$ cat config.mk
export PLATFORM = sky130hd
export DESIGN_NAME = aesri_fin
export DESIGN_NICKNAME = d
export VERILOG_FILES = /design/src/sv/aesri_pkg.sv /design/src/sv/aesri_fin.sv
export SDC_FILE = /design/constraint.sdc
export NUM_CORES = 1
export LEC_CHECK = 0
export BUFFER_PORTS_ARGS = -buffer_cell sky130_fd_sc_hd__buf_2
export CORE_AREA = 2 2 157 159
export DETAILED_ROUTE_END_ITERATION = 6
export DIE_AREA = 0 0 159 161
export GPL_ROUTABILITY_DRIVEN = 0
export PLACE_DENSITY = 0.57
export SYNTH_ARGS = -nofsm -noshare
export SYNTH_HDL_FRONTEND = slang
export SYNTH_SLANG_ARGS = --single-unit
$ cat constraint.sdc
create_clock -name clk -period 2 [get_ports clk]
set_input_delay 0.2 -clock clk [delete_from_list [all_inputs] [get_ports clk]]
set_output_delay 0.2 -clock clk [all_outputs]
set_load 0.01 [all_outputs]
$ cat src/sv/aesri_pkg.sv
package aesri_pkg;

    typedef enum logic [2:0] {
        OP_ENC      = 3'd0,
        OP_ENCLAST  = 3'd1,
        OP_DEC      = 3'd2,
        OP_DECLAST  = 3'd3,
        OP_IMC      = 3'd4,
        OP_KEYGEN   = 3'd5,
        OP_RSVD6    = 3'd6,
        OP_RSVD7    = 3'd7
    } opcode_t;

    localparam int TDATA_IN_W  = 272;
    localparam int TDATA_OUT_W = 128;

    // Payload carried down the pipeline
    typedef struct packed {
        opcode_t      op;
        logic [127:0] data;
        logic [127:0] key;
        logic [7:0]   rcon;
    } stage_t;

    localparam logic [7:0] FWD_BOX [256] = '{
        8'h63,8'h7C,8'h77,8'h7B,8'hF2,8'h6B,8'h6F,8'hC5,8'h30,8'h01,8'h67,8'h2B,8'hFE,8'hD7,8'hAB,8'h76,
        8'hCA,8'h82,8'hC9,8'h7D,8'hFA,8'h59,8'h47,8'hF0,8'hAD,8'hD4,8'hA2,8'hAF,8'h9C,8'hA4,8'h72,8'hC0,
        8'hB7,8'hFD,8'h93,8'h26,8'h36,8'h3F,8'hF7,8'hCC,8'h34,8'hA5,8'hE5,8'hF1,8'h71,8'hD8,8'h31,8'h15,
        8'h04,8'hC7,8'h23,8'hC3,8'h18,8'h96,8'h05,8'h9A,8'h07,8'h12,8'h80,8'hE2,8'hEB,8'h27,8'hB2,8'h75,
        8'h09,8'h83,8'h2C,8'h1A,8'h1B,8'h6E,8'h5A,8'hA0,8'h52,8'h3B,8'hD6,8'hB3,8'h29,8'hE3,8'h2F,8'h84,
        8'h53,8'hD1,8'h00,8'hED,8'h20,8'hFC,8'hB1,8'h5B,8'h6A,8'hCB,8'hBE,8'h39,8'h4A,8'h4C,8'h58,8'hCF,
        8'hD0,8'hEF,8'hAA,8'hFB,8'h43,8'h4D,8'h33,8'h85,8'h45,8'hF9,8'h02,8'h7F,8'h50,8'h3C,8'h9F,8'hA8,
        8'h51,8'hA3,8'h40,8'h8F,8'h92,8'h9D,8'h38,8'hF5,8'hBC,8'hB6,8'hDA,8'h21,8'h10,8'hFF,8'hF3,8'hD2,
        8'hCD,8'h0C,8'h13,8'hEC,8'h5F,8'h97,8'h44,8'h17,8'hC4,8'hA7,8'h7E,8'h3D,8'h64,8'h5D,8'h19,8'h73,
        8'h60,8'h81,8'h4F,8'hDC,8'h22,8'h2A,8'h90,8'h88,8'h46,8'hEE,8'hB8,8'h14,8'hDE,8'h5E,8'h0B,8'hDB,
        8'hE0,8'h32,8'h3A,8'h0A,8'h49,8'h06,8'h24,8'h5C,8'hC2,8'hD3,8'hAC,8'h62,8'h91,8'h95,8'hE4,8'h79,
        8'hE7,8'hC8,8'h37,8'h6D,8'h8D,8'hD5,8'h4E,8'hA9,8'h6C,8'h56,8'hF4,8'hEA,8'h65,8'h7A,8'hAE,8'h08,
        8'hBA,8'h78,8'h25,8'h2E,8'h1C,8'hA6,8'hB4,8'hC6,8'hE8,8'hDD,8'h74,8'h1F,8'h4B,8'hBD,8'h8B,8'h8A,
        8'h70,8'h3E,8'hB5,8'h66,8'h48,8'h03,8'hF6,8'h0E,8'h61,8'h35,8'h57,8'hB9,8'h86,8'hC1,8'h1D,8'h9E,
        8'hE1,8'hF8,8'h98,8'h11,8'h69,8'hD9,8'h8E,8'h94,8'h9B,8'h1E,8'h87,8'hE9,8'hCE,8'h55,8'h28,8'hDF,
        8'h8C,8'hA1,8'h89,8'h0D,8'hBF,8'hE6,8'h42,8'h68,8'h41,8'h99,8'h2D,8'h0F,8'hB0,8'h54,8'hBB,8'h16
    };

    localparam logic [7:0] INV_BOX [256] = '{
        8'h52,8'h09,8'h6A,8'hD5,8'h30,8'h36,8'hA5,8'h38,8'hBF,8'h40,8'hA3,8'h9E,8'h81,8'hF3,8'hD7,8'hFB,
        8'h7C,8'hE3,8'h39,8'h82,8'h9B,8'h2F,8'hFF,8'h87,8'h34,8'h8E,8'h43,8'h44,8'hC4,8'hDE,8'hE9,8'hCB,
        8'h54,8'h7B,8'h94,8'h32,8'hA6,8'hC2,8'h23,8'h3D,8'hEE,8'h4C,8'h95,8'h0B,8'h42,8'hFA,8'hC3,8'h4E,
        8'h08,8'h2E,8'hA1,8'h66,8'h28,8'hD9,8'h24,8'hB2,8'h76,8'h5B,8'hA2,8'h49,8'h6D,8'h8B,8'hD1,8'h25,
        8'h72,8'hF8,8'hF6,8'h64,8'h86,8'h68,8'h98,8'h16,8'hD4,8'hA4,8'h5C,8'hCC,8'h5D,8'h65,8'hB6,8'h92,
        8'h6C,8'h70,8'h48,8'h50,8'hFD,8'hED,8'hB9,8'hDA,8'h5E,8'h15,8'h46,8'h57,8'hA7,8'h8D,8'h9D,8'h84,
        8'h90,8'hD8,8'hAB,8'h00,8'h8C,8'hBC,8'hD3,8'h0A,8'hF7,8'hE4,8'h58,8'h05,8'hB8,8'hB3,8'h45,8'h06,
        8'hD0,8'h2C,8'h1E,8'h8F,8'hCA,8'h3F,8'h0F,8'h02,8'hC1,8'hAF,8'hBD,8'h03,8'h01,8'h13,8'h8A,8'h6B,
        8'h3A,8'h91,8'h11,8'h41,8'h4F,8'h67,8'hDC,8'hEA,8'h97,8'hF2,8'hCF,8'hCE,8'hF0,8'hB4,8'hE6,8'h73,
        8'h96,8'hAC,8'h74,8'h22,8'hE7,8'hAD,8'h35,8'h85,8'hE2,8'hF9,8'h37,8'hE8,8'h1C,8'h75,8'hDF,8'h6E,
        8'h47,8'hF1,8'h1A,8'h71,8'h1D,8'h29,8'hC5,8'h89,8'h6F,8'hB7,8'h62,8'h0E,8'hAA,8'h18,8'hBE,8'h1B,
        8'hFC,8'h56,8'h3E,8'h4B,8'hC6,8'hD2,8'h79,8'h20,8'h9A,8'hDB,8'hC0,8'hFE,8'h78,8'hCD,8'h5A,8'hF4,
        8'h1F,8'hDD,8'hA8,8'h33,8'h88,8'h07,8'hC7,8'h31,8'hB1,8'h12,8'h10,8'h59,8'h27,8'h80,8'hEC,8'h5F,
        8'h60,8'h51,8'h7F,8'hA9,8'h19,8'hB5,8'h4A,8'h0D,8'h2D,8'hE5,8'h7A,8'h9F,8'h93,8'hC9,8'h9C,8'hEF,
        8'hA0,8'hE0,8'h3B,8'h4D,8'hAE,8'h2A,8'hF5,8'hB0,8'hC8,8'hEB,8'hBB,8'h3C,8'h83,8'h53,8'h99,8'h61,
        8'h17,8'h2B,8'h04,8'h7E,8'hBA,8'h77,8'hD6,8'h26,8'hE1,8'h69,8'h14,8'h63,8'h55,8'h21,8'h0C,8'h7D
    };

    function automatic logic [7:0] xt(input logic [7:0] x);
        xt = {x[6:0], 1'b0} ^ (x[7] ? 8'h1B : 8'h00);
    endfunction

    // Forward column mix on one 32-bit column (byte 0 in the low bits)
    function automatic logic [31:0] mix_fwd(input logic [31:0] c);
        logic [7:0] a [4];
        logic [31:0] r;
        for (int i = 0; i < 4; i++) a[i] = c[8*i +: 8];
        for (int i = 0; i < 4; i++)
            r[8*i +: 8] = xt(a[i]) ^ xt(a[(i+1)%4]) ^ a[(i+1)%4]
                        ^ a[(i+2)%4] ^ a[(i+3)%4];
        mix_fwd = r;
    endfunction

    // Inverse column mix: coefficients 14, 11, 13, 9
    function automatic logic [31:0] mix_inv(input logic [31:0] c);
        logic [7:0] a2 [4];
        logic [7:0] a4 [4];
        logic [7:0] a8 [4];
        logic [7:0] a  [4];
        logic [31:0] r;
        for (int i = 0; i < 4; i++)
        begin
            a[i]  = c[8*i +: 8];
            a2[i] = xt(a[i]);
            a4[i] = xt(a2[i]);
            a8[i] = xt(a4[i]);
        end
        for (int i = 0; i < 4; i++)
            r[8*i +: 8] = (a8[i] ^ a4[i] ^ a2[i])
                        ^ (a8[(i+1)%4] ^ a2[(i+1)%4] ^ a[(i+1)%4])
                        ^ (a8[(i+2)%4] ^ a4[(i+2)%4] ^ a[(i+2)%4])
                        ^ (a8[(i+3)%4] ^ a[(i+3)%4]);
        mix_inv = r;
    endfunction

endpackage

$ cat src/sv/aesri_fin.sv
// Stage 3: key add, keygen assembly, zero for reserved codes
module aesri_fin (
    input  logic               clk,
    input  logic               rst_n,
    input  logic               en,
    input  logic               vin,
    input  aesri_pkg::stage_t  din,
    output logic               vout,
    output logic [127:0]       dout
);
    logic [127:0] res_next;
    logic [127:0] res_reg;
    logic         valid_reg;
    logic [31:0]  wa;
    logic [31:0]  wb;

    always_comb
    begin
        wa = din.data[63:32];
        wb = din.data[127:96];
        unique case (din.op)
            aesri_pkg::OP_ENC, aesri_pkg::OP_ENCLAST,
            aesri_pkg::OP_DEC, aesri_pkg::OP_DECLAST:
                res_next = din.data ^ din.key;
            aesri_pkg::OP_IMC:
                res_next = din.data;
            aesri_pkg::OP_KEYGEN:
                res_next = {({wb[7:0], wb[31:8]} ^ {24'd0, din.rcon}), wb,
                            ({wa[7:0], wa[31:8]} ^ {24'd0, din.rcon}), wa};
            default:
                res_next = '0;
        endcase
    end

    always_ff @(posedge clk or negedge rst_n)
    begin
        if (!rst_n)
            valid_reg <= 1'b0;
        else if (en)
            valid_reg <= vin;
    end

    always_ff @(posedge clk)
    begin
        if (en)
            res_reg <= res_next;
    end

    assign vout = valid_reg;
    assign dout = res_reg;
endmodule

==> impl_metrics.tcl <==
set metrics [dict create \
    synthCells 575 \
    die_h_um 161 \
    tightest_slew_ns 0.619 \
    yosys.area_share.xor_xnor_pct 16.4 \
    power_switching_mw 2.35 \
    ys_ff_latch 129 \
    die_x_um 159 \
    yosysSeqAreaShare_pct 50.8 \
    finalSetupTns_ns 0 \
    placed_area_sq_um 9920 \
    n_fill_cell 2324 \
    cp.required_ns 1.80 \
    grt_overflow_total 0 \
    dp_hpwl_mm 20.9 \
    core_sq_um 24000 \
    synth_nets 846 \
    critPathArrivalTime_ns 1.01 \
    wl_per_cell_um 21.1 \
    crit_family "flip-flops" \
    fin_area_sq_um 10600 \
    comb_power_share_pct 21.3 \
    cts_buffer_depth 2 \
    syn-cell-area_sq_um 7620 \
    synthToLayoutAreaGrowth_pct 38.5 \
    clockRootBuffer "clkbuf_16" \
    p_clk_share_pct 38.7 \
    cts.clk_slew.worst_paths_ns 0.07 \
    yosysTopAreaCell "edfxtp_1" \
    critPathBufInv 1 \
    cp_max_fo 1 \
    antenna_found_initial 3 \
    synth_top_family_by_area "multiplexers" \
    drive_gt1_share_pct 45.6 \
    synth.area.top_cells "edfxtp_1, mux2i_1, xnor2_1" \
    layout.cells.non_filler 1307 \
    crit_path_top_delay_cell "edfxtp_1" \
    synth_compound_area_share_pct 10.6 \
    rsz0062_at_grt "false" \
    cts_made_buffers 17 \
    switching_share_pct 27.7 \
    synth_area_per_cell_sq_um 13.3 \
    status "completed" \
    holdWs_ns 0.0784 \
    min_path_type "in2async" \
    initial_core_util_pct 31.8 \
    cts_setup_buffers 0 \
    drc 0 \
    synthSimpleGateAreaFrac_pct 0.279 \
    finalClockSkew_ns 0 \
    synth_cell_types 17 \
    cts_max_level 4 \
    powerDensity_nw_per_um2 805 \
    io_pins 400 \
    hold_violations 0 \
    grt_first_pass_wirelength_mm 40.4 \
    finalCritPeriodShare_pct 60.3 \
    crit_path_end_kind "output port" \
    maxCapViolCount 0 \
    synth_fa_ha_area_share_pct 0 \
    grt_max_degree 69 \
    synth_top_area_share_pct 50.4 \
    setup_viol 0 \
    synthMuxAreaShare_pct 16.8 \
    dp_cells 1270 \
    cts_tree "built" \
    critPathLaunchType "register" \
    first_pass_iters 7 \
    vdd_ir_drop_max_mv 0.444 \
    gr-usage-all-layers_pct 20.9 \
    cts.sinks 129 \
    die_area_sq_um 25600 \
    antenna_left 0 \
    crit_type "reg2out" \
    p_int_mw 6.14 \
    grt_pass1_vias 6380 \
    post-route-min-period_ns 1.21 \
    clk_latency_ns 0.42 \
    clock.fmax_mhz 829 \
    dr_total_vias 6434 \
    pwr-share-seq_pct 40.0 \
    ys.warnings.count 0 \
    slew_viol_final 0 \
    slowest_delay_ns 0.41 \
    rows 57 \
    ctsResizeCount 0 \
    total_leakage_power_nw 4.53 \
    vias_per_cell 4.92 \
    fin_nets 1238 \
    relSlewSlack_pct 58.7 \
    portBuffers 399 \
    first_iter_violations 443 \
    crit_chain "buf_2" \
    totalWireLength_mm 27.6 \
]
[power groups by stage]
stage	combinational [mW]	clock [mW]	sequential [mW]
final	1.81	3.29	3.39
after global routing	1.95	3.48	3.42
after floorplan	0.751	0	3.61
after global placement	1.81	0	3.45
after detailed placement	1.82	0	3.45
after CTS	1.83	3.38	3.40
[synthesized netlist by cell type]
master / count
xor2_1: 15
buf_12: 11
buf_4: 3
nor3b_1: 2
clkbuf_1: 14
o22ai_1: 128
a211o_1: 1
mux2i_1: 127
buf_2: 12
nand2b_1: 1
mux2_2: 1
edfxtp_1: 128
buf_6: 1
buf_1: 1
xnor2_1: 128
buf_8: 1
dfrtp_1: 1
[metrics by stage]
stage	power (mW)	worst slack, ns	utilization, %
floorplan	4.36	0.865	-
global placement	5.26	0.452	41.4
detailed placement	5.27	0.433	41.4
finish	8.50	0.794	44.1
global route	8.84	0.754	44.1
CTS	8.60	0.759	44.0
[path summary, 6_finish.rpt]
path | startpoint | endpoint | slack, ns | depth (start not counted)
max in group asynchronous | rst_n | vout$_DFFE_PN0P_ | 1.84 | 2
worst max register to register | vout$_DFFE_PN0P_ | vout$_DFFE_PN0P_ | 1.26 | 1
worst min-delay path | rst_n | vout$_DFFE_PN0P_ | 0.08 | 2
worst max-delay path | dout[114]$_DFFE_PP_ | dout[114] | 0.79 | 1
min in group clk | din[122] | dout[114]$_DFFE_PP_ | 0.14 | 3
worst min register to register | vout$_DFFE_PN0P_ | vout$_DFFE_PN0P_ | 0.52 | 1
[layout make-up]
class                           count  area [sq um]  area share, %
Clock inverter                     14           178           1.68
Clock buffer                       18           429           4.07
Antenna cell                        3          7.51         0.0711
Sequential cell                   129          3870           36.6
Tap cell                          324           405           3.84
Timing Repair Buffer              416          2290           21.7
Multi-Input combinational cell    403          3370           32.0
[placed cells by master (no fill, tap or decap), types with 2 or more instances in the layout]
master	synthesis	routed
buf_12	11	12
buf_2	12	396
buf_4	3	4
buf_6	1	2
bufinv_16	0	3
clkbuf_16	0	17
clkinvlp_4	0	4
diode_2	0	3
dlygate4sd3_1	0	2
edfxtp_1	128	128
inv_6	0	5
mux2i_1	127	127
nor3b_1	2	2
o22ai_1	128	128
xnor2_1	128	128
xor2_1	15	15
[timing repair]
item                       4_1_cts  5_1_grt
hold buffers                     2        0
hold endpoints to repair         2        0
setup endpoints to repair        0        0
[state kept, by name (all words and copies together), names as in the netlist]
name / flops
dout: 128
vout: 1
[cells by family after synthesis]
| family | Yosys count |
|---|---|
| xor+xnor | 143 |
| simple gates | 3 |
| mux | 128 |
| flops | 129 |
| compound gates | 129 |
| buf+inv | 43 |
[per-layer routing]
metal  wire, um  GRT usage (%)  share of wire [%]
met5          0              0                  0
met4        406           5.41                1.5
met3       2140           6.03                7.8
met2      13800           35.6                 50
met1      11200           26.1                 41
(Power assumes the default switching activity.)
