==> src/sv/aesri_pkg.sv <==
package aesri_pkg;

    typedef enum logic [2:0] {
        OP_ENC      = 3'd0,
        OP_ENCLAST  = 3'd1,
        OP_DEC      = 3'd2,
        OP_DECLAST  = 3'd3,
        OP_IMC      = 3'd4,
        OP_KEYGEN   = 3'd5,
        OP_RSVD6    = 3'd6,
        OP_RSVD7    = 3'd7
    } opcode_t;

    localparam int TDATA_IN_W  = 272;
    localparam int TDATA_OUT_W = 128;

    // Payload carried down the pipeline
    typedef struct packed {
        opcode_t      op;
        logic [127:0] data;
        logic [127:0] key;
        logic [7:0]   rcon;
    } stage_t;

    localparam logic [7:0] FWD_BOX [256] = '{
        8'h63,8'h7C,8'h77,8'h7B,8'hF2,8'h6B,8'h6F,8'hC5,8'h30,8'h01,8'h67,8'h2B,8'hFE,8'hD7,8'hAB,8'h76,
        8'hCA,8'h82,8'hC9,8'h7D,8'hFA,8'h59,8'h47,8'hF0,8'hAD,8'hD4,8'hA2,8'hAF,8'h9C,8'hA4,8'h72,8'hC0,
        8'hB7,8'hFD,8'h93,8'h26,8'h36,8'h3F,8'hF7,8'hCC,8'h34,8'hA5,8'hE5,8'hF1,8'h71,8'hD8,8'h31,8'h15,
        8'h04,8'hC7,8'h23,8'hC3,8'h18,8'h96,8'h05,8'h9A,8'h07,8'h12,8'h80,8'hE2,8'hEB,8'h27,8'hB2,8'h75,
        8'h09,8'h83,8'h2C,8'h1A,8'h1B,8'h6E,8'h5A,8'hA0,8'h52,8'h3B,8'hD6,8'hB3,8'h29,8'hE3,8'h2F,8'h84,
        8'h53,8'hD1,8'h00,8'hED,8'h20,8'hFC,8'hB1,8'h5B,8'h6A,8'hCB,8'hBE,8'h39,8'h4A,8'h4C,8'h58,8'hCF,
        8'hD0,8'hEF,8'hAA,8'hFB,8'h43,8'h4D,8'h33,8'h85,8'h45,8'hF9,8'h02,8'h7F,8'h50,8'h3C,8'h9F,8'hA8,
        8'h51,8'hA3,8'h40,8'h8F,8'h92,8'h9D,8'h38,8'hF5,8'hBC,8'hB6,8'hDA,8'h21,8'h10,8'hFF,8'hF3,8'hD2,
        8'hCD,8'h0C,8'h13,8'hEC,8'h5F,8'h97,8'h44,8'h17,8'hC4,8'hA7,8'h7E,8'h3D,8'h64,8'h5D,8'h19,8'h73,
        8'h60,8'h81,8'h4F,8'hDC,8'h22,8'h2A,8'h90,8'h88,8'h46,8'hEE,8'hB8,8'h14,8'hDE,8'h5E,8'h0B,8'hDB,
        8'hE0,8'h32,8'h3A,8'h0A,8'h49,8'h06,8'h24,8'h5C,8'hC2,8'hD3,8'hAC,8'h62,8'h91,8'h95,8'hE4,8'h79,
        8'hE7,8'hC8,8'h37,8'h6D,8'h8D,8'hD5,8'h4E,8'hA9,8'h6C,8'h56,8'hF4,8'hEA,8'h65,8'h7A,8'hAE,8'h08,
        8'hBA,8'h78,8'h25,8'h2E,8'h1C,8'hA6,8'hB4,8'hC6,8'hE8,8'hDD,8'h74,8'h1F,8'h4B,8'hBD,8'h8B,8'h8A,
        8'h70,8'h3E,8'hB5,8'h66,8'h48,8'h03,8'hF6,8'h0E,8'h61,8'h35,8'h57,8'hB9,8'h86,8'hC1,8'h1D,8'h9E,
        8'hE1,8'hF8,8'h98,8'h11,8'h69,8'hD9,8'h8E,8'h94,8'h9B,8'h1E,8'h87,8'hE9,8'hCE,8'h55,8'h28,8'hDF,
        8'h8C,8'hA1,8'h89,8'h0D,8'hBF,8'hE6,8'h42,8'h68,8'h41,8'h99,8'h2D,8'h0F,8'hB0,8'h54,8'hBB,8'h16
    };

    localparam logic [7:0] INV_BOX [256] = '{
        8'h52,8'h09,8'h6A,8'hD5,8'h30,8'h36,8'hA5,8'h38,8'hBF,8'h40,8'hA3,8'h9E,8'h81,8'hF3,8'hD7,8'hFB,
        8'h7C,8'hE3,8'h39,8'h82,8'h9B,8'h2F,8'hFF,8'h87,8'h34,8'h8E,8'h43,8'h44,8'hC4,8'hDE,8'hE9,8'hCB,
        8'h54,8'h7B,8'h94,8'h32,8'hA6,8'hC2,8'h23,8'h3D,8'hEE,8'h4C,8'h95,8'h0B,8'h42,8'hFA,8'hC3,8'h4E,
        8'h08,8'h2E,8'hA1,8'h66,8'h28,8'hD9,8'h24,8'hB2,8'h76,8'h5B,8'hA2,8'h49,8'h6D,8'h8B,8'hD1,8'h25,
        8'h72,8'hF8,8'hF6,8'h64,8'h86,8'h68,8'h98,8'h16,8'hD4,8'hA4,8'h5C,8'hCC,8'h5D,8'h65,8'hB6,8'h92,
        8'h6C,8'h70,8'h48,8'h50,8'hFD,8'hED,8'hB9,8'hDA,8'h5E,8'h15,8'h46,8'h57,8'hA7,8'h8D,8'h9D,8'h84,
        8'h90,8'hD8,8'hAB,8'h00,8'h8C,8'hBC,8'hD3,8'h0A,8'hF7,8'hE4,8'h58,8'h05,8'hB8,8'hB3,8'h45,8'h06,
        8'hD0,8'h2C,8'h1E,8'h8F,8'hCA,8'h3F,8'h0F,8'h02,8'hC1,8'hAF,8'hBD,8'h03,8'h01,8'h13,8'h8A,8'h6B,
        8'h3A,8'h91,8'h11,8'h41,8'h4F,8'h67,8'hDC,8'hEA,8'h97,8'hF2,8'hCF,8'hCE,8'hF0,8'hB4,8'hE6,8'h73,
        8'h96,8'hAC,8'h74,8'h22,8'hE7,8'hAD,8'h35,8'h85,8'hE2,8'hF9,8'h37,8'hE8,8'h1C,8'h75,8'hDF,8'h6E,
        8'h47,8'hF1,8'h1A,8'h71,8'h1D,8'h29,8'hC5,8'h89,8'h6F,8'hB7,8'h62,8'h0E,8'hAA,8'h18,8'hBE,8'h1B,
        8'hFC,8'h56,8'h3E,8'h4B,8'hC6,8'hD2,8'h79,8'h20,8'h9A,8'hDB,8'hC0,8'hFE,8'h78,8'hCD,8'h5A,8'hF4,
        8'h1F,8'hDD,8'hA8,8'h33,8'h88,8'h07,8'hC7,8'h31,8'hB1,8'h12,8'h10,8'h59,8'h27,8'h80,8'hEC,8'h5F,
        8'h60,8'h51,8'h7F,8'hA9,8'h19,8'hB5,8'h4A,8'h0D,8'h2D,8'hE5,8'h7A,8'h9F,8'h93,8'hC9,8'h9C,8'hEF,
        8'hA0,8'hE0,8'h3B,8'h4D,8'hAE,8'h2A,8'hF5,8'hB0,8'hC8,8'hEB,8'hBB,8'h3C,8'h83,8'h53,8'h99,8'h61,
        8'h17,8'h2B,8'h04,8'h7E,8'hBA,8'h77,8'hD6,8'h26,8'hE1,8'h69,8'h14,8'h63,8'h55,8'h21,8'h0C,8'h7D
    };

    function automatic logic [7:0] xt(input logic [7:0] x);
        xt = {x[6:0], 1'b0} ^ (x[7] ? 8'h1B : 8'h00);
    endfunction

    // Forward column mix on one 32-bit column (byte 0 in the low bits)
    function automatic logic [31:0] mix_fwd(input logic [31:0] c);
        logic [7:0] a [4];
        logic [31:0] r;
        for (int i = 0; i < 4; i++) a[i] = c[8*i +: 8];
        for (int i = 0; i < 4; i++)
            r[8*i +: 8] = xt(a[i]) ^ xt(a[(i+1)%4]) ^ a[(i+1)%4]
                        ^ a[(i+2)%4] ^ a[(i+3)%4];
        mix_fwd = r;
    endfunction

    // Inverse column mix: coefficients 14, 11, 13, 9
    function automatic logic [31:0] mix_inv(input logic [31:0] c);
        logic [7:0] a2 [4];
        logic [7:0] a4 [4];
        logic [7:0] a8 [4];
        logic [7:0] a  [4];
        logic [31:0] r;
        for (int i = 0; i < 4; i++)
        begin
            a[i]  = c[8*i +: 8];
            a2[i] = xt(a[i]);
            a4[i] = xt(a2[i]);
            a8[i] = xt(a4[i]);
        end
        for (int i = 0; i < 4; i++)
            r[8*i +: 8] = (a8[i] ^ a4[i] ^ a2[i])
                        ^ (a8[(i+1)%4] ^ a2[(i+1)%4] ^ a[(i+1)%4])
                        ^ (a8[(i+2)%4] ^ a4[(i+2)%4] ^ a[(i+2)%4])
                        ^ (a8[(i+3)%4] ^ a[(i+3)%4]);
        mix_inv = r;
    endfunction

endpackage

==> src/sv/aesri_mix.sv <==
// Stage 2: column mix (forward or inverse) for the ops that need it
module aesri_mix (
    input  logic               clk,
    input  logic               rst_n,
    input  logic               en,
    input  logic               vin,
    input  aesri_pkg::stage_t  din,
    output logic               vout,
    output aesri_pkg::stage_t  dout
);
    aesri_pkg::stage_t stage_next;
    aesri_pkg::stage_t stage_reg;
    logic              valid_reg;

    always_comb
    begin
        stage_next = din;
        unique case (din.op)
            aesri_pkg::OP_ENC:
                for (int c = 0; c < 4; c++)
                    stage_next.data[32*c +: 32] = aesri_pkg::mix_fwd(din.data[32*c +: 32]);
            aesri_pkg::OP_DEC, aesri_pkg::OP_IMC:
                for (int c = 0; c < 4; c++)
                    stage_next.data[32*c +: 32] = aesri_pkg::mix_inv(din.data[32*c +: 32]);
            default: ;
        endcase
    end

    always_ff @(posedge clk or negedge rst_n)
    begin
        if (!rst_n)
            valid_reg <= 1'b0;
        else if (en)
            valid_reg <= vin;
    end

    always_ff @(posedge clk)
    begin
        if (en)
            stage_reg <= stage_next;
    end

    assign vout = valid_reg;
    assign dout = stage_reg;
endmodule

==> config.mk <==
export PLATFORM = sky130hd
export DESIGN_NAME = aesri_mix
export DESIGN_NICKNAME = d
export VERILOG_FILES = /design/src/sv/aesri_pkg.sv /design/src/sv/aesri_mix.sv
export SDC_FILE = /design/constraint.sdc
export NUM_CORES = 1
export LEC_CHECK = 0
export ABC_AREA = 0
export BUFFER_PORTS_ARGS = -buffer_cell sky130_fd_sc_hd__buf_2
export CAP_MARGIN = 20
export CORE_AREA = 2 2 296 298
export DETAILED_ROUTE_END_ITERATION = 7
export DIE_AREA = 0 0 298 300
export HOLD_SLACK_MARGIN = 0.1
export SYNTH_ARGS = -nofsm -noshare
export SYNTH_HDL_FRONTEND = slang
export SYNTH_SLANG_ARGS = --single-unit
export TNS_END_PERCENT = 20
==> constraint.sdc <==
create_clock -name clk -period 1.5 [get_ports clk]
set_input_delay 0.075 -clock clk [delete_from_list [all_inputs] [get_ports clk]]
set_output_delay 0.075 -clock clk [all_outputs]
set_load 0.005 [all_outputs]
==> results of run 1 <==
## area by class of cell
cell class / instances / area [um^2] / area share, %
clock buffer: 44 / 888 / 2.56
inverter: 5 / 18.8 / 0.0541
timing repair buffer: 1423 / 10300 / 29.8
tap: 1155 / 1450 / 4.17
multi-input combinational: 1428 / 13700 / 39.6
clock inverter: 18 / 215 / 0.620
antenna: 2 / 5.00 / 0.0144
sequential: 268 / 8040 / 23.2
## worst max path at each step
| stage | slack [ps] | from | end | cells after the start |
|---|---|---|---|---|
| finish | -40 | din[179] | dout[197] | 7 |
| global placement | -970 | din[183] | dout[197] | 8 |
| detailed placement | -930 | din[183] | dout[197] | 8 |
| CTS | -40 | din[172] | dout[197] | 7 |
| global route | -70 | din[189] | dout[181] | 7 |
| floorplan | -430 | din[214] | dout[208] | 7 |
## registers in the layout, indices dropped and copies added, names as in the netlist
register and flops:
vout 1, dout 267
## power groups by stage
| stage | sequential (mW) | combinational, mW | clock [mW] |
|---|---|---|---|
| 3_5_place_dp | 9.90 | 18.5 | 0 |
| 4_1_cts | 9.77 | 19.1 | 8.75 |
| 2_1_floorplan | 9.94 | 11.1 | 0 |
| 3_3_place_gp | 9.91 | 18.4 | 0 |
| 6_report | 9.77 | 19.7 | 8.41 |
| 5_1_grt | 9.85 | 21.1 | 8.98 |
## cell usage in the layout, fill, tap and decap left out, types with 26 or more instances in the layout
cell,n
a21oi_1,69
a22oi_1,55
buf_12,36
buf_2,521
buf_4,663
clkbuf_16,34
dlygate4sd3_1,185
edfxtp_1,267
nand2_1,51
nor2_1,46
o21ai_0,73
o22ai_1,26
xnor2_1,586
xnor2_2,63
xnor2_4,28
xnor3_1,48
xor2_1,193
## tightest hold or removal path, stage by stage
cell and delay (ps):
buf_4 210, a22oi_1 150, o21ai_0 110
## what timing repair did
action / 4_1_cts / 5_1_grt
endpoints found under the setup margin: 16 / 66
hold endpoints to repair: 240 / 1
pin swaps: 2 / 28
resized for setup: 17 / 102
setup buffers: 0 / 18
hold buffers: 184 / 1
## through the flow
| step | area (um^2) | hold WS, ps | cells | total power [mW] |
|---|---|---|---|---|
| finish | 34700 | 136 | 4343 | 37.9 |
| floorplan | 22400 | -221 | 1879 | 21.0 |
| global placement | 31000 | -150 | 4077 | 28.3 |
| global route | 34700 | 124 | 4341 | 39.9 |
| CTS | 34000 | 101 | 4323 | 37.7 |
| detailed placement | 31000 | -147 | 4077 | 28.4 |
## metal layers
| layer | vias up | share of wire (%) |
|---|---|---|
| met4 | 14 | 3.6 |
| met5 | - | 0.10 |
| met3 | 129 | 7.7 |
| met2 | 707 | 46 |
| met1 | 9262 | 42 |
| li1 | 8960 | - |
## kinds of logic (layout without fill, tap and decap cells)
group	count (synthesis)	count (layout)	synth area share, %
adders and majority gates	13	13	0.613
other	0	2	0
muxes	8	8	0.379
and+or+nand+nor	127	127	2.39
DFF	268	268	37.5
xor gates and xnor gates	977	977	46.2
AOI/OAI and AO/OA	303	303	8.88
buffers and inverters	183	1490	4.03
==> impl_summary.md, run 1 <==
Timing
The number of hold-slack violations in the final timing report is 0. The final count of pins violating max slew came to 0. At the pin with the least slew margin, the transition time is between 400 and 500 ps. The setup slack after layout is -35.6 ps.

The number of failing setup endpoints in the final timing report is 7. The final total negative setup slack is -110 ps. The time the final worst path needs with I/O delays and setup is 1540 ps. The worst max-slew margin expressed relative to the limit is around two thirds. The final critical path takes up 102% of the cycle. Setup repair after global routing could not meet its margin everywhere. The worst setup skew after layout is 0 ps. The peak clock frequency supported by timing is ~650 MHz.

Global routing
The most congested layer reported by global routing is met2. The global-route wire length before repair is around 130,000 um. The total global-route track usage is 20.2%. The total congestion overflow after global routing is 0. The via count of the first global-routing pass was a little under 20,000. The initial antenna violation count is 11. The met2 track utilization from global routing is 33.1%.

Entering global routing, the biggest net connects 68 pins. The met3 routing resource usage after global routing is about 5%. Global routing consumed, on the met1 layer, 26.0% of the routing resources.

Min path
The startpoint identified for the worst hold timing path is din[143]. The count of cells along the worst hold path is 3. The path with the worst hold slack has its endpoint at dout[143]. The min-delay analysis places its worst path in the category in2reg.

Worst setup path
The critical path's top delay family is XOR/XNOR gates. The largest single stage delay on the critical path is around 440 ps. Measured in cells, the most critical reg-to-reg path has a length of 1. STA classifies the critical path endpoint as a flop.

The most numerous cell type found on the critical path is xnor3_1. The slowest stage of the critical path belongs to the cell xnor3_1. The critical path launch point type is a primary input. Together, buffers and inverters on the worst path number 1. Data arrives at the worst endpoint at around 1900 ps. The minimum setup slack among reg-to-reg paths is ~750 ps. STA puts the critical path data required time at roughly 1800 ps. Walking the worst path, the cells encountered are buf_12 > xor3_1 > xnor3_1 > xnor3_1 > nor2_1 > nor3_2 > a211oi_4. The worst register-to-register path ends at vout. The maximum fanout encountered on the critical timing path is 3. The worst flop-to-flop path startpoint is vout.

The worst setup path is of the in2reg kind.

Power and ir drop
Registers are responsible for about a quarter of the overall power. The clock network is responsible for between 20 and 25% of the overall power. Summed over all cells, the static leakage comes to between 10 and 15 nW.

The internal power of the cells totals about 25 mW. The analysis attributes to net switching a power of around 13 mW. Combinational cells account for between 50% and 60% of the total power. The maximum ir drop on the vdd rail is just under 0.8 mV. Power spread over the standard cell area amounts to roughly 1100 nW/um^2. The switching portion of total power is 34.1%.

Logic synthesis
For this run, the leading register cell type out of synthesis is edfxtp_1. The number of different library cells used by synthesis comes to between 50 and 60. The synthesized design spends more area on one cell type than any other, namely edfxtp_1. Ranked by total cell area, the synthesized netlist is headed by edfxtp_1, xnor2_1, xor2_1. In the synthesized netlist the async set-or-reset flop fraction comes to less than 1%. The commonest cells after synthesis are xnor2_1, edfxtp_1, xor2_1. The synthesis warning total is 0. Sequential elements use between 30 and 40% of the synthesized area. Yosys instantiated no cell more often than xnor2_1. The number of synthesized register bits is 268.

The number of nets handed over by synthesis was 2,150. The synthesized netlist occupies a cell area of between 20,000 and 25,000 um^2. The number of instances in the synthesized netlist is approximately 1,900.

The number of enable-type register cells in the synthesized netlist is around 270. A synthesized cell averages about 11 um^2. The share of the synthesized area in the top cell type is a little under two fifths.

Clock network
Clock tree synthesis found a total of approximately 270 sinks. The clock tree from TritonCTS is built. The depth of the CTS H-tree is 2.

Clock tree synthesis inserted a total of 34 buffers. The longest clock path from root to sink contains 3 buffers. At the later pin of the worst-skew pair, clock insertion delay measures ~540 ps. The tree is rooted in a clkbuf_16. Clock-pin slew was measured on the worst setup and hold paths at roughly 60 ps.

Floorplanning
The effective utilization at floorplan is between 20% and 30%. The floorplan step defined a core boundary enclosing 86,200 um^2. The floorplan has ~110 rows.

The total die area is between 80,000 and 90,000 um^2. The top-level I/O count is between 500 and 600. From left edge to right edge, the die measures a little under 300 um.

The vertical die dimension is roughly 300 um.

Status
The final reports fail on setup timing. The run finished, with violations left.

Final layout
The final-layout fill cell count is around 8,400. In the final design database the tool counted around 3,400 nets. The fraction of final layout cells with drive strength greater than 1 is roughly 45%.

The post-route core utilization is 40.2%. The area growth from synthesis to layout is 61.7%.

Job
The tool flagged a number of max-cap violations equal to 0.

Drt
The detailed-router iteration count before antenna repair is 5. The total via count after detailed routing is approximately 19,000. The final antenna-violating net count is 0.

The post-detailed-route via-to-cell ratio is about 4.4. For this block, the initial DRC count from the detailed router was roughly 1,200. The total wirelength of the detailed-routed design is 93,400 um. The residual DRC count is 0. In the final routed layout, each cell accounts on average for between 20 and 25 um.

Placed design
Routability-driven placement finished with a final weighted congestion of 0.916. Prior to clock tree synthesis, the placed netlist has a worst setup slack of -933 ps. Once detailed placement completed, the half-perimeter wirelength came to between 70,000 and 80,000 um.

The port buffer count is roughly 540.
(Power assumes the default switching activity.)
==> run 2, diff against run 1 <==
--- a/config.mk
+++ b/config.mk
@@ -11,7 +11,7 @@
 export CORE_AREA = 2 2 296 298
 export DETAILED_ROUTE_END_ITERATION = 7
 export DIE_AREA = 0 0 298 300
-export HOLD_SLACK_MARGIN = 0.1
+export HOLD_SLACK_MARGIN = 0.08
 export SYNTH_ARGS = -nofsm -noshare
 export SYNTH_HDL_FRONTEND = slang
 export SYNTH_SLANG_ARGS = --single-unit
==> constraint.sdc (replaced) <==
create_clock -name clk -period 1.8 [get_ports clk]
set_input_delay 0.09 -clock clk [delete_from_list [all_inputs] [get_ports clk]]
set_output_delay 0.09 -clock clk [all_outputs]
set_load 0.005 [all_outputs]
==> impl_summary.md, run 2 (synthesized netlist as in run 1, its figures left out) <==
Status
The flow ran to the end, and the final reports show no timing, DRC or antenna violations.

Floorplanning
The top-level I/O count is 539 (unchanged). The horizontal die dimension was 298 um (unchanged). The vertical die dimension is 300 um (unchanged).

The cell row count is 108 (unchanged). The total die area is 89,400 um^2 (unchanged). The effective utilization at floorplan is 24.9% (unchanged). The core area is 86,200 um^2 (unchanged).

Power and ir drop
The leakage power came to 13.9 nW (-5.0%). The overall power consumption was 30.7 mW (-19%). The maximum ir drop on the vdd rail is 0.659 mV (-15%).

The power density relative to cell area is 924 nW/um^2 (-15%).

Drt
The final antenna-violating net count is 0 (unchanged). The residual DRC count is 0 (unchanged). The average wire length per cell after detail routing was 21.3 um (-0.73%). The total wirelength of the detailed-routed design was 90,900 um (-2.7%).

The post-detailed-route via-to-cell ratio is 4.38 (-0.24%). The detailed-router iteration count before antenna repair is 5 (unchanged). The total via count after detailed routing is 18,700 (-2.2%). The violation count after the first detailed-route iteration was 1,294 (+7.9%).

Job
The max-capacitance violation count is 0 (unchanged).

Global routing
The pin count of the biggest net entering global routing is 56 (-18%). The total global-route track usage is 19.7% (-0.48 points). The via count of the first global-routing pass is 19,000 (-2.1%). The total congestion overflow after global routing is 0 (unchanged). The initial antenna violation count is 20 (+9). The global-route wire length before repair is 130,000 um (-2.5%).

Worst setup path
STA classifies the critical path endpoint as a flop. The critical path launch point type is a primary input. The endpoint of the worst-slack reg-to-reg timing path is vout. The maximum fanout encountered on the critical timing path is 18 (+15). The required time at the endpoint of the critical path is 2110 ps (+270 ps).

The minimum setup slack among reg-to-reg paths came to 1020 ps (+270 ps). The setup path with the least slack is of type in2reg. The startpoint identified for the worst register-to-register timing path is vout. The arrival time of data at the critical path endpoint came to 2080 ps (+200 ps). The number of cell instances on the worst register-to-register path came to 1 (unchanged).

Timing
The final count of pins violating max slew came to 0 (unchanged). The peak clock frequency supported by timing is between 500 and 600 MHz. The transition time at the pin with the least slew margin came to 539 ps (+69.2 ps).

The number of hold-slack violations in the final timing report was 0 (unchanged). The setup slack after layout is 35.7 ps (+71.3 ps). Setup repair after global routing could not meet its margin everywhere. The number of failing setup endpoints in the final timing report came to 0 (-7). The worst-case hold slack was 119 ps (-16.9 ps). The share of the clock period used by the worst path is between 90% and 100%. The smallest clock period supported by the final layout is computed as approximately 1800 ps.

The worst setup skew after layout came to 0 ps (unchanged). The worst max-slew margin expressed relative to the limit was 63.8% (-4.6 points).

Placed design
The final RePlAce weighted congestion is 0.922 (+0.69%). The number of instances in the placed design is 4,018 (-1.4%). The port buffer count is 538 (unchanged).

The HPWL after detailed placement is 71,500 um (-2.2%). The worst slack after detailed placement is -427 ps (+506 ps).

Final layout
The library cell used most frequently in the layout, excluding fill and tap cells, is xnor2_1. The final non-filler cell total is 4,258 (-2.0%). The final-layout fill cell count came to 8,508 (+1.7%).

The final-stage net count is 3,347 (-2.4%). The area growth from synthesis to layout is 54.7%. In the layout the commonest cells are xnor2_1, buf_4, buf_2. The flip-flop count of the largest register after layout is 267 (unchanged). The fraction of final layout cells with drive strength greater than 1 is 41.8% (-3.7 points).

Clock network
The clock tree from TritonCTS is built. In this run the clock root is driven by a clkbuf_16. The worst-case clock buffer depth is 3 (unchanged). The depth of the CTS H-tree came to 2 (unchanged). The number of buffers added by the clock tree synthesis step is 36 (+5.9%).

The clock slew at the register clock pins of the worst setup and hold paths came to 60 ps (about the same). The number of clock sinks was 268 (unchanged). The worst-skew pair later-pin latency is 560 ps (+20 ps).

Min path
The worst hold path belongs to the class in2reg. The count of cells along the worst hold path was 4 (+1). In this run the most critical hold path is launched from din[259]. The hold-critical path endpoint is dout[259].
==> run 2: cell count changes in the layout (fill, tap and decap cells not counted), sizes merged <==
cell,before,now
clkinv,11,14
buf,1229,1162
bufinv,4,2
inv,7,11
clkbuf,53,40
dlygate4sd3,185,175
==> run 2: through the flow <==
step	instance area, um^2	setup TNS [ps]	utilization [%]
global placement	30200	-25610	35.0
floorplan	21900	-3320	-
finish	33200	0	38.5
detailed placement	30200	-26260	35.0
CTS	33100	0	38.4
global route	33200	-58.3	38.5
==> run 2: critical path, stage by stage <==
cell and delay, ps:
dlygate4sd3_1 550, buf_4 180, inv_1 200, nor2_2 90
a21oi_4 280, buf_12 220, buf_12 170, o21ai_0 110
buf_4 150
==> run 2: layout make-up <==
type / instances / area [um^2] / area share [%]
inverters: 5 / 18.8 / 0.0566
multi-input cells: 1428 / 13000 / 39.1
well taps: 1155 / 1450 / 4.36
flip-flops and latches: 268 / 8040 / 24.2
clock buffers: 40 / 916 / 2.76
diodes: 2 / 5.00 / 0.0151
clock inverters: 23 / 203 / 0.611
repair buffers: 1337 / 9570 / 28.9
==> run 2: what timing repair did <==
item | 4_1_cts | 5_1_grt
endpoints found under the setup margin | 0 | 16
endpoints found under the hold margin | 218 | 0
setup buffers | 0 | 0
hold buffers | 175 | 0
gates resized for setup | 0 | 17
==> run 2: worst max-delay path by stage <==
stage | startpoint | to | slack (ps) | cells past startpoint
floorplan | din[173] | dout[193] | -180 | 7
global placement | din[181] | dout[189] | -430 | 7
detailed placement | din[181] | dout[189] | -430 | 7
CTS | din[180] | dout[175] | 10 | 8
global route | din[137] | dout[140] | -40 | 9
finish | din[265] | dout[240] | 40 | 9
==> run 2: power by group <==
part           total, mW  switching [mW]  internal (mW)
Combinational       15.4            7.08           8.33
Clock               7.03            3.03           4.00
Sequential          8.21           0.346           7.87
Total               30.7            10.5           20.2
==> run 2: layer usage <==
| layer | wire (um) | global-route usage, % | vias up |
|---|---|---|---|
| met4 | 2980 | 6.47 | 28 |
| met5 | 181 | 0 | - |
| met1 | 37800 | 24.8 | 8978 |
| met3 | 7060 | 5.10 | 154 |
| li1 | - | - | 8788 |
| met2 | 42800 | 33.0 | 706 |
==> run 3, diff against run 2 <==
--- a/config.mk
+++ b/config.mk
@@ -8,10 +8,11 @@
 export ABC_AREA = 0
 export BUFFER_PORTS_ARGS = -buffer_cell sky130_fd_sc_hd__buf_2
 export CAP_MARGIN = 20
-export CORE_AREA = 2 2 296 298
+export CORE_AREA = 2 2 209 211
 export DETAILED_ROUTE_END_ITERATION = 7
-export DIE_AREA = 0 0 298 300
+export DIE_AREA = 0 0 211 213
 export HOLD_SLACK_MARGIN = 0.08
+export PLACE_DENSITY_LB_ADDON = 0.08
 export SYNTH_ARGS = -nofsm -noshare
 export SYNTH_HDL_FRONTEND = slang
 export SYNTH_SLANG_ARGS = --single-unit
==> impl_summary.md, run 3 (synthesized netlist as in run 1, its figures left out) <==
Floorplanning
The core area is 42,700 um^2 (-50%). The top-level I/O count is 539 (unchanged). The effective utilization at floorplan is 50.2% (+25 points). The horizontal die dimension is 211 um (-29%).

The total die area is 44,900 um^2 (-50%). The vertical die dimension came to 213 um (-29%). The cell row count is 76 (-30%).

Timing
The number of hold-slack violations in the final timing report is 0 (unchanged). The time the final worst path needs with I/O delays and setup is 1780 ps (+10.7 ps). The final count of pins violating max slew was 0 (unchanged).

The worst setup skew after layout is 0 ps (unchanged). The worst max-slew margin expressed relative to the limit is 42.5% (-21 points). The number of failing setup endpoints in the final timing report came to 0 (unchanged). The transition time at the pin with the least slew margin was 859 ps (+320 ps). The peak clock frequency supported by timing is 563 MHz (-0.60%).

The worst-case hold slack is 91.6 ps (-27.8 ps). Setup repair after global routing could not meet its margin everywhere. The share of the clock period used by the worst path came to 98.6% (+0.59 points). The final total negative setup slack is 0 ps (unchanged).

Worst setup path
In this run the critical register-to-register path is launched from vout. Tracing the worst setup path back leads to its startpoint at din[220]. Traced cell by cell, the critical path runs through dlygate4sd3_1 > buf_2 > xnor2_1 > buf_4 > xnor2_1 > maj3_1 > o21ai_0 > a21oi_1.

The arrival time of data at the critical path endpoint is 2050 ps (-30 ps). The most numerous cell on the critical path is xnor2_1. The minimum setup slack among reg-to-reg paths was 510 ps (-510 ps).

The element type at the critical path end is a flop. The required time at the endpoint of the critical path was 2070 ps (-40 ps). On the critical path, the stage with the largest delay is an instance of dlygate4sd3_1.

The critical path ends at dout[223]. The delay of the slowest cell on the worst path came to 540 ps (about the same). The maximum fanout encountered on the critical timing path was 6 (-12). The number of cell instances on the worst register-to-register path came to 2 (+1). STA classifies the critical path startpoint as a primary input. The endpoint of the worst-slack reg-to-reg timing path is vout. The critical path class is in2reg.

Drt
The post-detailed-route via-to-cell ratio came to 5.34 (+22%). The total wirelength of the detailed-routed design is 88,100 um (-3.1%). The total via count after detailed routing was 19,300 (+3.3%). The residual DRC count is 0 (unchanged).

The detailed-router iteration count before antenna repair came to 5 (unchanged). The final antenna-violating net count was 0 (unchanged). The average wire length per cell after detail routing is 24.4 um (+14%). The violation count after the first detailed-route iteration is 1,764 (+36%).

Clock network
The depth of the CTS H-tree is 2 (unchanged). The worst-skew pair later-pin latency came to 560 ps (about the same). The number of buffers added by the clock tree synthesis step was 34 (-5.6%). The worst-case clock buffer depth is 3 (unchanged). The clock tree from TritonCTS is built. The post-CTS repair timing setup buffer count came to 0 (unchanged). The root buffer cell is clkbuf_16. The number of clock sinks is 268 (unchanged). The clock slew at the register clock pins of the worst setup and hold paths was 70 ps (about the same).

Global routing
The global-route wire length before repair is 126,000 um (-2.5%). The via count of the first global-routing pass came to 19,700 (+3.9%). The total congestion overflow after global routing is 0 (unchanged). The total global-route track usage is 38.3% (+19 points).

The initial antenna violation count is 8 (-60%). The pin count of the biggest net entering global routing is 54 (-3.6%).

Final layout
The flip-flop count of the largest register after layout is 267 (unchanged). The final-stage net count is 3,304 (-1.3%). The fraction of final layout cells with drive strength greater than 1 is 41.0% (-0.82 points). The final non-filler cell total came to 3,611 (-15%). The commonest non-fill, non-tap cell in the layout is xnor2_1. The synthesis-to-finish area growth is 48.7%.

In the layout the commonest cells are xnor2_1, buf_4, buf_2.

Placed design
The port buffer count was 538 (unchanged). The HPWL after detailed placement is 65,600 um (-8.3%). The final RePlAce weighted congestion is 0.996 (+8.0%).

The number of instances in the placed design was 3,373 (-16%).

Job
The max-capacitance violation count came to 0 (unchanged).

Power and ir drop
The maximum ir drop on the vdd rail is 0.824 mV (+25%). The power density relative to cell area was 956 nW/um^2 (+3.4%). The leakage power came to 13.6 nW (-2.0%).

Min path
The min-delay analysis places its worst path in the category in2reg. The count of cells along the worst hold path came to 4 (unchanged).

Status
The flow ran to the end, and the final reports show no timing, DRC or antenna violations.
run 3: changes by cell type in the layout (fill, tap and decap cells not counted), sizes merged:
cell         delta
buf            -36
diode           +5
dlygate4sd3     -5
clkbuf          -4
clkinvlp        +2
clkinv          +1
inv             -1
run 3: per-layer routing:
metal / up-vias / GRT usage (%) / part of all wire, %
met5: - / 0 / 0.040
met4: 6 / 20.9 / 5.7
met3: 211 / 6.05 / 7.1
met2: 979 / 63.3 / 47
met1: 9370 / 48.3 / 40
li1: 8702 / - / -
run 3: report_power, final:
part	total, mW	internal [mW]	switching, mW
Sequential	8.21	7.87	0.345
Clock	6.89	3.88	3.01
Combinational	15.4	8.17	7.20
run 3: area by class of cell:
| cell class | instances | area (um^2) |
|---|---|---|
| antenna | 7 | 17.5 |
| timing repair buffer | 1296 | 9120 |
| inverter | 5 | 18.8 |
| sequential | 268 | 8040 |
| tap | 546 | 683 |
| multi-input combinational | 1428 | 12900 |
| clock buffer | 36 | 880 |
| fill | 2984 | 10800 |
| clock inverter | 25 | 204 |
run 3: worst min-delay path by stage:
stage / startpoint / endpoint / slack [ps]
6_report: din[195] / dout[195] / 90
5_1_grt: din[265] / dout[265] / 100
4_1_cts: din[265] / dout[265] / 80
3_5_place_dp: rst_n / vout / -130
3_3_place_gp: rst_n / vout / -130
2_1_floorplan: rst_n / vout / -210
run 3: critical path, delay by kind of cell:
family          cells  cell delay, ps
buf+inv             3             920
compound gates      2             300
xor+xnor            2             360
fa+ha+maj           1             360
run 3: through the flow:
stage	power (mW)	util, %	worst slack, ps	cell area, um^2
2_1_floorplan	17.3	-	-176	21900
3_3_place_gp	22.8	68.0	-353	29000
3_5_place_dp	23.0	68.0	-345	29000
4_1_cts	30.2	74.6	27.7	31800
5_1_grt	31.8	74.7	-69.4	31900
6_report	30.5	74.7	25.0	31900
run 3: what timing repair did:
action	4_1_cts	5_1_grt
hold endpoints to repair	196	0
endpoints found under the setup margin	0	14
gates resized for setup	0	7
hold buffers	171	0
